<file path="src/hdl/daat_pkg.sv">
// ----------------------------------------------------------------------------
// daat_pkg: shared types and constants of the alarm acknowledgement tracker.
// Holds the item, result and configuration types and the register indexes.
// ----------------------------------------------------------------------------
package daat_pkg;

	// Default receiver capacity of the acknowledgement mask.
	localparam int MAX_RECEIVERS_DEF = 16;

	// Field widths.
	localparam int SEQ_W      = 32;
	localparam int RCV_W      = 4;
	localparam int MASK_W     = 16;
	localparam int DEBOUNCE_W = 16;
	localparam int RETRY_W    = 24;
	localparam int COUNT_W    = 5;

	// Stream and configuration port widths.
	localparam int IN_TDATA_W  = 40;
	localparam int OUT_TDATA_W = 56;
	localparam int CFG_ADDR_W  = 2;
	localparam int CFG_DATA_W  = 24;

	// Configuration register indexes.
	localparam logic [CFG_ADDR_W-1:0] CFG_DEBOUNCE = 2'd0;
	localparam logic [CFG_ADDR_W-1:0] CFG_RETRY    = 2'd1;
	localparam logic [CFG_ADDR_W-1:0] CFG_RCV_CNT  = 2'd2;

	// Register values after reset.
	localparam logic [DEBOUNCE_W-1:0] DEBOUNCE_RESET = 16'd40;
	localparam logic [RETRY_W-1:0]    RETRY_RESET    = 24'd5000;
	localparam logic [COUNT_W-1:0]    RCV_CNT_RESET  = 5'd1;

	// Item kinds.
	localparam logic CMD_TICK = 1'b0;
	localparam logic CMD_ACK  = 1'b1;

	typedef struct packed {
		logic             command;
		logic             pin_level;
		logic             link_up;
		logic [SEQ_W-1:0] ack_alarm_seq;
		logic [RCV_W-1:0] ack_receiver;
	} item_t;

	typedef struct packed {
		logic              send_alarm;
		logic              send_clear;
		logic [SEQ_W-1:0]  alarm_seq;
		logic              alarm_on;
		logic [MASK_W-1:0] ack_mask;
		logic              all_acked;
	} result_t;

	typedef struct packed {
		logic [DEBOUNCE_W-1:0] debounce_ticks;
		logic [RETRY_W-1:0]    retry_ticks;
		logic [COUNT_W-1:0]    receiver_count;
	} cfg_t;

endpackage

</file>
<file path="src/hdl/daat_in_stage.sv">
// ----------------------------------------------------------------------------
// daat_in_stage: input register of the tracker.
// Captures one item and holds it until the engine consumes it.
// ----------------------------------------------------------------------------
module daat_in_stage (
	input  logic           clk,
	input  logic           arst_n,
	input  logic           in_valid,
	output logic           in_ready,
	input  daat_pkg::item_t in_item,
	input  logic           adv,
	output logic           valid_s1,
	output daat_pkg::item_t item_s1
);

	logic accept;

	// The register frees up in the same cycle that its item moves on.
	assign in_ready = !valid_s1 || adv;
	assign accept   = in_valid && in_ready;

	// Valid flag.
	always_ff @(posedge clk or negedge arst_n) begin
		if (!arst_n) begin
			valid_s1 <= 1'b0;
		end else if (accept) begin
			valid_s1 <= 1'b1;
		end else if (adv) begin
			valid_s1 <= 1'b0;
		end
	end

	// Payload.
	always_ff @(posedge clk) begin
		if (accept) begin
			item_s1 <= in_item;
		end
	end

endmodule

</file>
<file path="src/hdl/daat_engine.sv">
// ----------------------------------------------------------------------------
// daat_engine: debounce, alarm and acknowledgement state of the tracker.
// Computes the result of the staged item and updates state when it advances.
// ----------------------------------------------------------------------------
module daat_engine #(
	parameter int MAX_RECEIVERS = daat_pkg::MAX_RECEIVERS_DEF
) (
	input  logic             clk,
	input  logic             arst_n,
	input  logic             adv,
	input  daat_pkg::item_t  item,
	input  daat_pkg::cfg_t   cfg,
	output daat_pkg::result_t res
);

	localparam int AW = (MAX_RECEIVERS > daat_pkg::MASK_W) ? MAX_RECEIVERS : daat_pkg::MASK_W;

	logic                            raw_q, raw_n;
	logic                            stable_q, stable_n;
	logic [daat_pkg::DEBOUNCE_W-1:0] age_q, age_n;
	logic                            alarm_q, alarm_n;
	logic [daat_pkg::SEQ_W-1:0]      seq_q, seq_n;
	logic [MAX_RECEIVERS-1:0]        acked_q, acked_n;
	logic                            sent_q, sent_n;
	logic [daat_pkg::RETRY_W-1:0]    send_age_q, send_age_n;
	logic                            link_q, link_n;
	logic [MAX_RECEIVERS-1:0]        exp_mask;
	logic [AW-1:0]                   acked_ext;
	logic                            all_n;
	logic                            signal;
	logic                            send_c;

	// Receivers whose acknowledgement is expected; counts above capacity saturate.
	always_comb begin
		for (int i = 0; i < MAX_RECEIVERS; i++) begin
			exp_mask[i] = int'(cfg.receiver_count) > i;
		end
	end

	// Next state for the staged item.
	always_comb begin
		raw_n      = raw_q;
		stable_n   = stable_q;
		age_n      = age_q;
		alarm_n    = alarm_q;
		seq_n      = seq_q;
		acked_n    = acked_q;
		sent_n     = sent_q;
		send_age_n = send_age_q;
		link_n     = link_q;
		signal     = 1'b0;
		send_c     = 1'b0;
		if (item.command == daat_pkg::CMD_TICK) begin
			// Both ages advance and saturate.
			if (send_age_q != '1) begin
				send_age_n = send_age_q + 24'd1;
			end
			if (item.pin_level != raw_q) begin
				raw_n = item.pin_level;
				age_n = '0;
			end else if (age_q != '1) begin
				age_n = age_q + 16'd1;
			end
			// A change that persisted long enough becomes the stable level.
			if (item.pin_level != stable_q && age_n >= cfg.debounce_ticks) begin
				stable_n = item.pin_level;
				acked_n  = '0;
				if (item.pin_level) begin
					seq_n   = seq_q + 32'd1;
					alarm_n = 1'b1;
					sent_n  = 1'b0;
					signal  = item.link_up;
				end else begin
					alarm_n = 1'b0;
					send_c  = item.link_up;
				end
			end
			// Resend on link rise, and first send or retry while unacknowledged.
			if (alarm_n && item.link_up) begin
				if (!link_q) begin
					signal = 1'b1;
				end
				if (!(&(acked_n | ~exp_mask)) &&
				    (!sent_n || send_age_n >= cfg.retry_ticks)) begin
					signal = 1'b1;
				end
			end
			if (signal) begin
				sent_n     = 1'b1;
				send_age_n = '0;
			end
			link_n = item.link_up;
		end else if (alarm_q && item.ack_alarm_seq == seq_q) begin
			// Acknowledgement of the current alarm by an expected receiver.
			for (int i = 0; i < MAX_RECEIVERS; i++) begin
				if (i < 16 && item.ack_receiver == 4'(i) && exp_mask[i]) begin
					acked_n[i] = 1'b1;
				end
			end
		end
	end

	assign all_n     = &(acked_n | ~exp_mask);
	assign acked_ext = AW'(acked_n);

	// Result of the staged item.
	always_comb begin
		res.send_alarm = signal;
		res.send_clear = send_c;
		res.alarm_seq  = seq_n;
		res.alarm_on   = alarm_n;
		res.ack_mask   = acked_ext[daat_pkg::MASK_W-1:0];
		res.all_acked  = all_n;
	end

	// State registers.
	always_ff @(posedge clk or negedge arst_n) begin
		if (!arst_n) begin
			raw_q      <= 1'b0;
			stable_q   <= 1'b0;
			age_q      <= '0;
			alarm_q    <= 1'b0;
			seq_q      <= '0;
			acked_q    <= '0;
			sent_q     <= 1'b0;
			send_age_q <= '0;
			link_q     <= 1'b0;
		end else if (adv) begin
			raw_q      <= raw_n;
			stable_q   <= stable_n;
			age_q      <= age_n;
			alarm_q    <= alarm_n;
			seq_q      <= seq_n;
			acked_q    <= acked_n;
			sent_q     <= sent_n;
			send_age_q <= send_age_n;
			link_q     <= link_n;
		end
	end

`ifndef SYNTHESIS
	// Alarm and clear are never signaled by the same item.
	a_alarm_clear_excl: assert property (@(posedge clk) disable iff (!arst_n)
		adv |-> !(res.send_alarm && res.send_clear))
		else $error("alarm and clear signaled together");

	// An acknowledgement item never signals anything.
	a_ack_silent: assert property (@(posedge clk) disable iff (!arst_n)
		(adv && item.command == daat_pkg::CMD_ACK) |-> (!res.send_alarm && !res.send_clear))
		else $error("acknowledgement item produced a signal");

	// The sequence number only holds or steps by one.
	a_seq_step: assert property (@(posedge clk) disable iff (!arst_n)
		adv |=> (seq_q == $past(seq_q) || seq_q == $past(seq_q) + 32'd1))
		else $error("alarm sequence jumped");

	// Acknowledgements exist only while an alarm is open.
	a_acked_needs_alarm: assert property (@(posedge clk) disable iff (!arst_n)
		(acked_q != '0) |-> alarm_q)
		else $error("acknowledgement bits set without an active alarm");

	// A clear always leaves the alarm closed.
	a_clear_closes: assert property (@(posedge clk) disable iff (!arst_n)
		(adv && res.send_clear) |=> !alarm_q)
		else $error("alarm still active after a clear");
`endif

endmodule

</file>
<file path="src/hdl/daat_out_stage.sv">
// ----------------------------------------------------------------------------
// daat_out_stage: result register of the tracker.
// Holds one result until the downstream side takes it.
// ----------------------------------------------------------------------------
module daat_out_stage (
	input  logic              clk,
	input  logic              arst_n,
	input  logic              adv,
	input  daat_pkg::result_t res_in,
	output logic              room,
	output logic              valid_s2,
	input  logic              out_ready,
	output daat_pkg::result_t res_s2
);

	// A new result may enter when empty or when the held one leaves now.
	assign room = !valid_s2 || out_ready;

	// Valid flag.
	always_ff @(posedge clk or negedge arst_n) begin
		if (!arst_n) begin
			valid_s2 <= 1'b0;
		end else if (adv) begin
			valid_s2 <= 1'b1;
		end else if (out_ready) begin
			valid_s2 <= 1'b0;
		end
	end

	// Payload.
	always_ff @(posedge clk) begin
		if (adv) begin
			res_s2 <= res_in;
		end
	end

endmodule

</file>
<file path="src/hdl/debounced_alarm_ack_tracker_core.sv">
// ----------------------------------------------------------------------------
// debounced_alarm_ack_tracker_core: debounced alarm tracker with acknowledgements.
// Each input item is a tick (pin sample and link status) or an acknowledgement;
// each gives exactly one result item with send flags, sequence and ack status.
//
// Input channel s_axis: tuser is the command (0 tick, 1 acknowledgement);
// tdata carries pin level, link status, acknowledged sequence and receiver.
// Output channel m_axis: tdata carries the result fields.
// Configuration: a write with cfg_we high at a clock edge sets the register at
// cfg_addr (0 debounce ticks, 1 retry ticks, 2 receiver count); other indexes
// are ignored. Write only while the block is idle.
// Path: an accepted item waits in the input register; its result is computed
// combinationally and captured in the result register when the item advances.
// Throughput: one item per cycle while the result register has room; the input
// register feeds the engine and the result register whenever that register has room.
// Reset (arst_n low) clears all state and loads the register defaults; no
// clearing pass follows. When m_axis_tready is low the held result stays and
// one more item waits in the input register before s_axis_tready drops.
// ----------------------------------------------------------------------------
module debounced_alarm_ack_tracker_core #(
	parameter int MAX_RECEIVERS = daat_pkg::MAX_RECEIVERS_DEF
) (
	input  logic                               clk,
	input  logic                               arst_n,
	// Fields from bit 0: pin_level, link_up, ack_alarm_seq[31:0], ack_receiver[3:0].
	input  logic [daat_pkg::IN_TDATA_W-1:0]    s_axis_tdata,
	// Field: command.
	input  logic                               s_axis_tuser,
	input  logic                               s_axis_tvalid,
	output logic                               s_axis_tready,
	// Fields from bit 0: send_alarm, send_clear, alarm_seq[31:0], alarm_on,
	// ack_mask[15:0], all_acked.
	output logic [daat_pkg::OUT_TDATA_W-1:0]   m_axis_tdata,
	output logic                               m_axis_tvalid,
	input  logic                               m_axis_tready,
	input  logic                               cfg_we,
	input  logic [daat_pkg::CFG_ADDR_W-1:0]    cfg_addr,
	input  logic [daat_pkg::CFG_DATA_W-1:0]    cfg_wdata
);

	daat_pkg::item_t   in_item;
	daat_pkg::item_t   item_s1;
	daat_pkg::result_t res_c;
	daat_pkg::result_t res_s2;
	daat_pkg::cfg_t    cfg_q;
	logic              valid_s1;
	logic              room;
	logic              adv;

	// Unpack the input item.
	always_comb begin
		in_item.command       = s_axis_tuser;
		in_item.pin_level     = s_axis_tdata[0];
		in_item.link_up       = s_axis_tdata[1];
		in_item.ack_alarm_seq = s_axis_tdata[33:2];
		in_item.ack_receiver  = s_axis_tdata[37:34];
	end

	// Configuration registers.
	always_ff @(posedge clk or negedge arst_n) begin
		if (!arst_n) begin
			cfg_q.debounce_ticks <= daat_pkg::DEBOUNCE_RESET;
			cfg_q.retry_ticks    <= daat_pkg::RETRY_RESET;
			cfg_q.receiver_count <= daat_pkg::RCV_CNT_RESET;
		end else if (cfg_we) begin
			case (cfg_addr)
				daat_pkg::CFG_DEBOUNCE: begin
					cfg_q.debounce_ticks <= cfg_wdata[daat_pkg::DEBOUNCE_W-1:0];
				end
				daat_pkg::CFG_RETRY: begin
					cfg_q.retry_ticks <= cfg_wdata[daat_pkg::RETRY_W-1:0];
				end
				daat_pkg::CFG_RCV_CNT: begin
					cfg_q.receiver_count <= cfg_wdata[daat_pkg::COUNT_W-1:0];
				end
				default: begin
				end
			endcase
		end
	end

	// The staged item moves on whenever the result register has room.
	assign adv = valid_s1 && room;

	daat_in_stage u_in (
		.clk      (clk),
		.arst_n   (arst_n),
		.in_valid (s_axis_tvalid),
		.in_ready (s_axis_tready),
		.in_item  (in_item),
		.adv      (adv),
		.valid_s1 (valid_s1),
		.item_s1  (item_s1)
	);

	daat_engine #(
		.MAX_RECEIVERS (MAX_RECEIVERS)
	) u_engine (
		.clk    (clk),
		.arst_n (arst_n),
		.adv    (adv),
		.item   (item_s1),
		.cfg    (cfg_q),
		.res    (res_c)
	);

	daat_out_stage u_out (
		.clk       (clk),
		.arst_n    (arst_n),
		.adv       (adv),
		.res_in    (res_c),
		.room      (room),
		.valid_s2  (m_axis_tvalid),
		.out_ready (m_axis_tready),
		.res_s2    (res_s2)
	);

	// Pack the result item.
	always_comb begin
		m_axis_tdata        = '0;
		m_axis_tdata[0]     = res_s2.send_alarm;
		m_axis_tdata[1]     = res_s2.send_clear;
		m_axis_tdata[33:2]  = res_s2.alarm_seq;
		m_axis_tdata[34]    = res_s2.alarm_on;
		m_axis_tdata[50:35] = res_s2.ack_mask;
		m_axis_tdata[51]    = res_s2.all_acked;
	end

endmodule

</file>
<file path="config.mk">
export PLATFORM = sky130hd
export DESIGN_NAME = debounced_alarm_ack_tracker_core
export DESIGN_NICKNAME = d
export VERILOG_FILES = /design/src/hdl/daat_pkg.sv /design/src/hdl/daat_in_stage.sv /design/src/hdl/daat_engine.sv /design/src/hdl/daat_out_stage.sv /design/src/hdl/debounced_alarm_ack_tracker_core.sv
export SDC_FILE = /design/constraint.sdc
export NUM_CORES = 1
export LEC_CHECK = 0
export BUFFER_PORTS_ARGS = -buffer_cell sky130_fd_sc_hd__buf_2
export CORE_MARGIN = 10
export CORE_UTILIZATION = 55
export DETAILED_ROUTE_END_ITERATION = 8
export GPL_TIMING_DRIVEN = 0
export PLACE_DENSITY = 0.75
export REMOVE_ABC_BUFFERS = 1
export SYNTH_ARGS = -nofsm -noshare
export SYNTH_HDL_FRONTEND = slang
export SYNTH_SLANG_ARGS = --single-unit
</file>
<file path="constraint.sdc">
create_clock -name clk -period 5.6 [get_ports clk]
set_clock_uncertainty 0.15 [all_clocks]
set_input_delay 0.28 -clock clk [delete_from_list [all_inputs] [get_ports clk]]
set_output_delay 0.28 -clock clk [all_outputs]
set_load 0.1 [all_outputs]
</file>
=== Word-level counts from Yosys, hierarchy flattened ===
Index checks and enable logic that the tools add are counted.

* Bits of input ports: 72
* Output and inout port bits: 58
* Register bits: 231

* Magnitude comparators: 18
* Multiplexer cells: 47
* Bitwise logic cells: 5
* Equal/unequal tests: 22
* Reduce and logical (&&, ||, !) cells: 42
* Add/subtract/negate cells: 3

{| class="wikitable"
|+ Operator list
! cell !! count
|-
| $mux W16 || 7
|-
| $mux W32 || 3
|-
| $mux W24 || 3
|-
| $gt A5 B4 Y1 const B || 8
|-
| $mux W1 || 34
|-
| $add A32 B1 Y32 const B || 1
|-
| $eq A32 B32 Y1 || 1
|-
| $eq A4 B4 Y1 const B || 8
|-
| $or A16 B16 Y16 || 2
|-
| $reduce_and A16 Y1 || 2
|-
| $add A24 B1 Y24 const B || 1
|-
| $ge A24 B24 Y1 || 1
|-
| $ne A24 B24 Y1 const B || 1
|-
| $logic_and A1 B1 Y1 || 22
|-
| $gt A5 B3 Y1 const B || 4
|-
| $add A16 B1 Y16 const B || 1
|-
| $eq A4 B3 Y1 const B || 4
|-
| $ge A16 B16 Y1 || 1
|-
| $ne A16 B16 Y1 const B || 1
|-
| $not A16 Y16 || 1
|-
| $gt A5 B1 Y1 const B || 2
|-
| $gt A5 B2 Y1 const B || 2
|-
| $eq A4 B2 Y1 const B || 2
|-
| $reduce_and A2 Y1 || 4
|-
| other kinds (12) || 21
|}

=== Logic depth before layout (Yosys ltp) ===
Gate-level depths: netlist (run 1).

* Depth after elaboration: 16
* Depth in mapped cells: 20
* Depth with buffers taken out: 18

=== Cells and area by module ===
Synthesis (run 1) repeated with hierarchy kept, for this count alone.

* Cells, all modules: 1145
* Area, all modules: 12147.9 um2

{| class="wikitable"
|+ By module, submodules not included
! module !! cells an instance !! area an instance (um2) !! sequential area each (um2) !! instances
|-
| daat_engine || 945 || 7554.7 || 2327.2 || 1
|-
| debounced_alarm_ack_tracker_core || 102 || 1759.2 || 1136.1 || 1
|-
| daat_out_stage || 55 || 1609.0 || 1586.5 || 1
|-
| daat_in_stage || 43 || 1224.9 || 1196.1 || 1
|}

=== Least setup slack after synthesis (run 1) ===
No wires, ideal clock.

* Kind: register to register
* Start point: register u_engine.send_age_q[2] (netlist name)
* End point: register u_engine.send_age_q[0] (netlist name)
* Cell stages (with the launch flop): 18
* Required time: 5.329 ns
* Path slack: 0.989 ns
* Library setup time: 0.121 ns
* Arrival time: 4.340 ns
* Period minus slack after synthesis: 4.611 ns
* Cell sequence: dfrtp_1 clkbuf_1 nand2_1 or4_4 or4_1 buf_2 nor4b_2 and4_1 xor2_1 ha_1 a21oi_1 o21a_1 a2111oi_0 o21ai_0 a221o_1 a311oi_1 buf_2 nor2_1

* Cells in the longest elaborated chain, start to end: 10
* Elaborated cells between the ends (all ways): 11

{| class="wikitable"
|+ Ends and longest elaborated chain
! what !! RTL line !! source
|-
| start, declared || daat_engine.sv:25 || <nowiki>logic [daat_pkg::RETRY_W-1:0] send_age_q, send_age_n;</nowiki>
|-
| start signal, assigned || daat_engine.sv:136 || <nowiki>send_age_q <= send_age_n;</nowiki>
|-
| $add A24 B1 Y24 or $ne A24 B24 Y1 (tied branches) || daat_engine.sv:56, daat_engine.sv:55 ||
|-
| $mux W24 (*) || daat_engine.sv:55 || <nowiki>if (send_age_q != '1) begin</nowiki>
|-
| $mux W24 (*) || daat_engine.sv:53 || <nowiki>if (item.command == daat_pkg::CMD_TICK) begin</nowiki>
|-
| $ge A24 B24 Y1 || daat_engine.sv:84 || <nowiki>(!sent_n || send_age_n >= cfg.retry_ticks)) begin</nowiki>
|-
| $logic_or A1 B1 Y1 || daat_engine.sv:84 ||
|-
| $logic_and A1 B1 Y1 || daat_engine.sv:83 || <nowiki>if (!(&(acked_n | ~exp_mask)) &&</nowiki>
|-
| $mux W1 || daat_engine.sv:83 ||
|-
| $mux W1 || daat_engine.sv:79 || <nowiki>if (alarm_n && item.link_up) begin</nowiki>
|-
| $mux W1 || daat_engine.sv:53 ||
|-
| $mux W24 (*) || daat_engine.sv:88 || <nowiki>if (signal) begin</nowiki>
|}

Mark *: on every way between the ends. The rest lies on a longest branch, timed or not. The select of a mux whose other input is x is not followed.
A chain may end at the register's enable or synchronous reset.

=== Final worst setup path (run 1) ===
* Start point: register u_engine.send_age_q[3] (netlist name)
* End point: register u_engine.send_age_q[3] (netlist name)

The elaborated chain is that of the path after synthesis.

==> flow_metrics.py, run 1 <==
metrics = {
    "synth": {
        "synth_area_per_cell_sq_um": 10.2,
        "ys_types": 73,
        "synth-edff-count": 91,
        "synth_top_area_cell": "dfrtp_1",
        "yosys.area.top_type_share": 0.269,
        "ys.warnings.count": 0,
        "synth_area_leaders": "dfrtp_1, edfxtp_1, xor2_1, nand2_1, xnor2_1",
        "postSynthRegisterBits": 231,
        "synthesis.area_sq_mm": 0.0123,
        "ys_seq_area_frac": 0.509,
        "syn-instance-count": 1199,
        "ys_async_sr_fraction": 0.606,
        "synth_ff_type": "dfrtp_1",
    },
    "sta": {
        "post-route-min-period_ps": 5340,
        "finalHoldViolCount": 0,
        "timing.fmax_mhz": 187,
        "min_period_over_period": 0.953,
        "tightest_slew_ps": 1370,
        "max_slew_margin": 0.0816,
        "setup_viol": 0,
        "drv_slew": 0,
    },
    "run_status": {
        "status": "finished, final reports clean",
    },
    "grt": {
        "antenna_found_initial": 0,
        "grt.total_usage": 0.214,
        "grt_max_degree": 76,
        "met1_usage": 0.281,
        "first_global_vias": 9496,
        "grt_pass1_wl_microns": 50400,
        "use_met3": 0.0484,
        "gr-total-overflow": 0,
        "grt.met2_usage": 0.354,
        "grt_busiest_layer": "met2",
    },
    "clocking": {
        "clock_latency_ps": 530,
        "clock_path_buffers": 3,
        "cts_tree": "yes",
        "numCtsBuffers": 25,
        "cts_root_buffer": "clkbuf_16",
        "cts_sinks": 231,
        "cts_htree_levels": 1,
        "clk_pin_slew_ps": 60,
    },
    "critical_path": {
        "cp_max_fo": 8,
        "worstPathArrival_ps": 5590,
        "required_ps": 5850,
        "start_kind": "register",
        "crit_type": "register to register",
        "cp-end-kind": "register",
    },
    "detailed_routing": {
        "drtIter0Drc": 563,
        "viasPerCell": 5.70,
        "wl_per_cell_microns": 18.8,
        "ant_nets": 0,
        "drt_wl_total_microns": 31100,
        "vias": 9433,
        "drc": 0,
        "firstDrtPassIters": 5,
    },
    "die": {
        "pin_count": 130,
        "floorplan.initialDensity": 0.561,
        "rows": 54,
        "dieArea_sq_mm": 0.0287,
        "die_w_microns": 169,
        "core_area_sq_mm": 0.0219,
        "die_h_microns": 169,
    },
    "finish": {
        "fin_util": 0.671,
        "fin_area_sq_mm": 0.0147,
        "finalNetCount": 1474,
        "drive_gt1_frac": 0.173,
        "insertedDiodeCount": 0,
        "area_delta_synth_final_pct": 19.6,
    },
    "power_and_ir_drop": {
        "ir_worst_vdd_uv": 249,
        "swShare": 0.289,
        "p_leak_nw": 6.38,
        "p_clk_frac": 0.378,
        "comb_power_share": 0.173,
        "seq_power_share": 0.449,
        "internal-power_mw": 3.18,
        "switchingPower_mw": 1.29,
        "p_per_area_mw_per_mm2": 304,
    },
    "run": {
        "drv_cap": 0,
    },
    "placement": {
        "io_buffers": 123,
        "place_area_sq_mm": 0.0131,
        "dp_hpwl_microns": 20800,
        "gp_congestion": 0.924,
    },
    "min_path": {
        "hold_class": "input port to register",
    },
}
[critical path: stages (launching register included)]
cell and delay (ps):
dfrtp_1 460, nand2_1 130, or4_4 560, or4_1 700
nor4b_2 280, and4_1 240, xor2_1 150, ha_1 290
a21oi_1 60, o21a_1 210, a2111oi_1 470, o21ai_0 310
a221o_1 410, a311oi_2 520, or4_1 180, o21ai_0 80
[synth_stat cells (3+ instances only)]
cell,instances
and2_1,5
buf_2,9
and3_1,11
a311oi_1,3
xnor2_1,72
o31ai_1,16
nand3b_1,6
inv_1,52
dfrtp_1,132
and4_1,12
nor3_1,19
nor3b_1,3
ha_1,43
or3_1,14
mux2_2,35
nor2b_1,4
a211o_1,3
nand2b_1,16
a211oi_1,3
a31oi_1,6
a21oi_1,33
o21ai_0,65
o21a_1,4
clkbuf_1,55
or2_2,6
nor2_1,73
o2111ai_1,3
nor4_1,14
buf_4,5
nand4_1,27
o21ai_1,4
a22o_1,3
edfxtp_1,91
or4_1,4
xor2_1,74
a21o_1,5
nand2_1,170
dfstp_2,8
nand3_1,45
[worst paths after layout]
check	start	endpoint	slack (ps)	depth (start not counted)
max	u_engine.send_age_q[3]	u_engine.send_age_q[3]	260	15
min reg2reg	u_engine.age_q[10]	u_engine.age_q[10]	340	1
min	cfg_addr[0]	cfg_q[33]	20	4
max reg2reg	u_engine.send_age_q[3]	u_engine.send_age_q[3]	260	15
max in group asynchronous	arst_n	cfg_q[8]	4290	3
min in group asynchronous	arst_n	u_engine.age_q[5]	180	2
[metal layers]
| layer | up-vias | wire length, microns | part of all wire |
|---|---|---|---|
| li1 | 4502 | - | - |
| met1 | 4570 | 13200 | 0.42 |
| met2 | 327 | 15200 | 0.49 |
| met3 | 34 | 2290 | 0.074 |
| met4 | 0 | 458 | 0.015 |
| met5 | - | 0 | 0 |
[cell usage in the layout (no fill, tap or decap), types with 12 or more instances in the layout]
cell	instances
xnor2_1	72
buf_2	122
a21oi_1	33
nor4_1	13
inv_1	51
edfxtp_1	91
nand4_1	27
mux2_2	35
o21ai_0	64
nor2_1	71
dfrtp_1	132
nor3_1	19
and4_1	12
xor2_1	73
ha_1	43
o31ai_1	16
clkbuf_16	25
or3_1	14
nand3_1	45
nand2b_1	15
dlygate4sd3_1	74
nand2_1	170
[cells by family after synthesis]
| logic type | Yosys count | share of synthesized area |
|---|---|---|
| other cells | 1 | 0.000306 |
| xor+xnor | 146 | 0.104 |
| compound gates | 168 | 0.0849 |
| fa+ha+maj | 44 | 0.0446 |
| mux | 35 | 0.0321 |
| flops | 231 | 0.509 |
| simple gates | 449 | 0.183 |
| buf+inv | 125 | 0.0419 |
[power groups by stage]
stage	sequential (mW)	clock [mW]	combinational (mW)
CTS	2.00	1.71	0.770
detailed placement	2.03	0	0.723
floorplan	2.17	0	0.362
global route	2.02	1.78	0.846
finish	2.01	1.69	0.773
global placement	2.03	0	0.688
[cell type report]
cell class / instances / area, sq um
fillers: 1675 / 7210
clock inverters: 12 / 164
clock buffers: 32 / 662
inverters: 52 / 195
flip-flops and latches: 231 / 6250
well taps: 280 / 350
multi-input cells: 846 / 5600
repair buffers: 203 / 1460
[metrics by stage]
step / setup TNS, ps / setup slack (ps) / hold WS, ps / instances / power [mW]
floorplan: -94.1 / -47.0 / -166 / 1129 / 2.53
global placement: -38050 / -1820 / 307 / 1532 / 2.72
detailed placement: 0 / 2.96 / 185 / 1537 / 2.76
CTS: 0 / 42.9 / 17.6 / 1655 / 4.48
global route: -181 / -75.7 / 63.8 / 1656 / 4.64
finish: 0 / 262 / 23.0 / 1656 / 4.47
[registers in the layout, summed over array words and instances (netlist names)]
register and cells:
u_engine.sent_q 1, u_engine.alarm_q 1, u_engine.link_q 1, u_in.item_s1 39
u_out.valid_s2 1, u_engine.acked_q 16, u_engine.seq_q 32, u_engine.stable_q 1
u_engine.raw_q 1, u_engine.age_q 16, u_out.res_s2 52, u_engine.send_age_q 24
cfg_q 45, u_in.valid_s1 1
[timing repair]
action	4_1_cts	5_1_grt
setup buffers	0	1
hold buffers	74	0
gates resized for setup	1	7
hold endpoints to repair	145	0
setup endpoints to repair	3	80
pin swaps	0	1
No activity file was read; power rests on OpenSTA's default activity.
==> run 2, diff against run 1 <==
CTS_BUF_LIST = sky130_fd_sc_hd__clkbuf_4   (was default)
GPL_ROUTABILITY_DRIVEN = 0   (was default)
==> flow_metrics.py, run 2 (synthesized netlist as in run 1, its figures left out) <==
metrics = {
    "sta": {
        "finalHoldViolCount": 0,
        "max_slew_margin": 0.279,
        "post-route-min-period_ps": 5330,
        "tightest_slew_ps": 1080,
        "setup_viol": 0,
        "drv_slew": 0,
        "fin_hold_ws_ps": 21.3,
        "min_period_over_period": 0.953,
        "rsz0062_at_grt": "no",
        "timing.fmax_mhz": 187,
    },
    "power_and_ir_drop": {
        "p_leak_nw": 6.54,
        "p_clk_frac": 0.343,
        "p_per_area_mw_per_mm2": 286,
        "comb_power_share": 0.188,
        "switchingPower_mw": 1.33,
        "swShare": 0.311,
        "ir_worst_vdd_uv": 167,
        "seq_power_share": 0.469,
        "internal-power_mw": 2.95,
    },
    "critical_path": {
        "start_kind": "register",
        "cp-end-kind": "register",
        "cp_max_fo": 8,
        "crit_type": "register to register",
        "reg2reg_to": "u_engine.send_age_q[3]",
        "reg2reg_from": "u_engine.send_age_q[3]",
        "required_ps": 5990,
        "worstPathArrival_ps": 5730,
        "rr_worst_depth": 15,
        "regToRegSetupSlack_ps": 270,
    },
    "finish": {
        "area_delta_synth_final_pct": 21.7,
        "regMostFlops": "u_out.res_s2",
        "drive_gt1_frac": 0.206,
        "final_common_cell": "nand2_1",
        "fin_area_sq_mm": 0.0149,
        "final.fill_count": 1650,
        "final_cell_mix": "nand2_1, dfrtp_1, buf_2",
        "finalNetCount": 1535,
        "largest_register_ffs": 52,
        "top_regs": "u_out.res_s2 x52, cfg_q x45, u_in.item_s1 x39",
    },
    "clocking": {
        "cts_root_buffer": "clkbuf_4",
        "numCtsBuffers": 58,
        "cts_sinks": 231,
        "cts_htree_levels": 2,
        "clock_path_buffers": 3,
        "cts_tree": "yes",
        "clock_latency_ps": 720,
        "clk_pin_slew_ps": 90,
    },
    "run_status": {
        "status": "finished, final reports clean",
    },
    "grt": {
        "antenna_found_initial": 1,
        "grt_pass1_wl_microns": 51600,
        "grt_max_degree": 72,
        "first_global_vias": 9995,
        "gr-total-overflow": 0,
        "grt.total_usage": 0.219,
    },
    "detailed_routing": {
        "viasPerCell": 5.64,
        "vias": 9883,
        "wl_per_cell_microns": 18.2,
        "drc": 0,
        "firstDrtPassIters": 5,
        "drtIter0Drc": 759,
        "ant_nets": 0,
        "drt_wl_total_microns": 31800,
    },
    "run": {
        "drv_cap": 0,
    },
    "die": {
        "floorplan.initialDensity": 0.561,
        "rows": 54,
        "dieArea_sq_mm": 0.0287,
        "core_area_sq_mm": 0.0219,
        "die_w_microns": 169,
        "pin_count": 130,
        "die_h_microns": 169,
    },
    "placement": {
        "dp_hpwl_microns": 20500,
        "io_buffers": 123,
        "place_area_sq_mm": 0.0131,
    },
    "min_path": {
        "hold_class": "input port to async pin",
    },
}
-- run 2: how the worst max path moves through the flow --
| stage | to | from | slack [ps] |
|---|---|---|---|
| floorplan | u_engine.send_age_q[19] | u_engine.send_age_q[3] | -50 |
| global placement | u_engine.send_age_q[19] | u_engine.send_age_q[3] | -1750 |
| detailed placement | u_engine.send_age_q[3] | u_engine.send_age_q[3] | -70 |
| CTS | u_engine.send_age_q[19] | u_engine.send_age_q[3] | 90 |
| global route | u_out.res_s2[38] | u_engine.age_q[0] | 30 |
| finish | u_engine.send_age_q[3] | u_engine.send_age_q[3] | 270 |
-- run 2: layout make-up --
cell class	count	area (sq um)	share of cell area
tap	280	350	0.0235
inverter	52	195	0.0131
timing repair buffer	231	1750	0.117
clock inverter	15	72.6	0.00486
clock buffer	94	706	0.0472
sequential	231	6250	0.418
multi-input combinational	846	5610	0.376
antenna	2	5.00	0.000335
-- run 2: power groups by stage --
stage	Clock, mW	Sequential (mW)	Combinational, mW
after floorplan	0	2.17	0.362
after global placement	0	2.03	0.687
after detailed placement	0	2.03	0.713
after CTS	1.49	2.00	0.786
after global routing	1.59	2.02	0.879
final	1.47	2.00	0.804
-- run 2: metal layers --
layer,global-route usage,vias to the layer above,part of all wire
met2,0.358,384,0.48
met3,0.0556,72,0.078
met1,0.280,4744,0.42
li1,-,4683,-
met4,0.0679,0,0.022
met5,0,-,0
-- run 2: stage by stage --
step	setup slack [ps]	utilization	setup TNS [ps]	instances	total power, mW
2_1_floorplan	-47.0	-	-94.1	1129	2.53
6_report	266	0.682	0	1751	4.28
3_3_place_gp	-1750	0.591	-35090	1532	2.72
5_1_grt	32.0	0.682	0	1751	4.49
3_5_place_dp	-66.0	0.597	-145	1537	2.74
4_1_cts	89.1	0.678	0	1746	4.28
-- run 2: worst max-delay path, stage by stage, from the launching register on --
cell	delay (ps)
dfrtp_1	470
nand2_1	150
or4_4	560
or4_1	690
nor4b_2	280
and4_1	240
xor2_1	150
ha_1	290
a21oi_1	60
o21a_1	210
a2111oi_1	470
o21ai_0	320
a221o_1	450
a311oi_4	470
or4_1	170
o21ai_0	70
-- run 2: repair_timing --
action	CTS	global route
buffers inserted	0	1
endpoints found under the setup margin	5	78
gates cloned	0	0
pin swaps	0	1
hold buffers	100	0
hold endpoints to repair	224	0
resized for setup	1	7
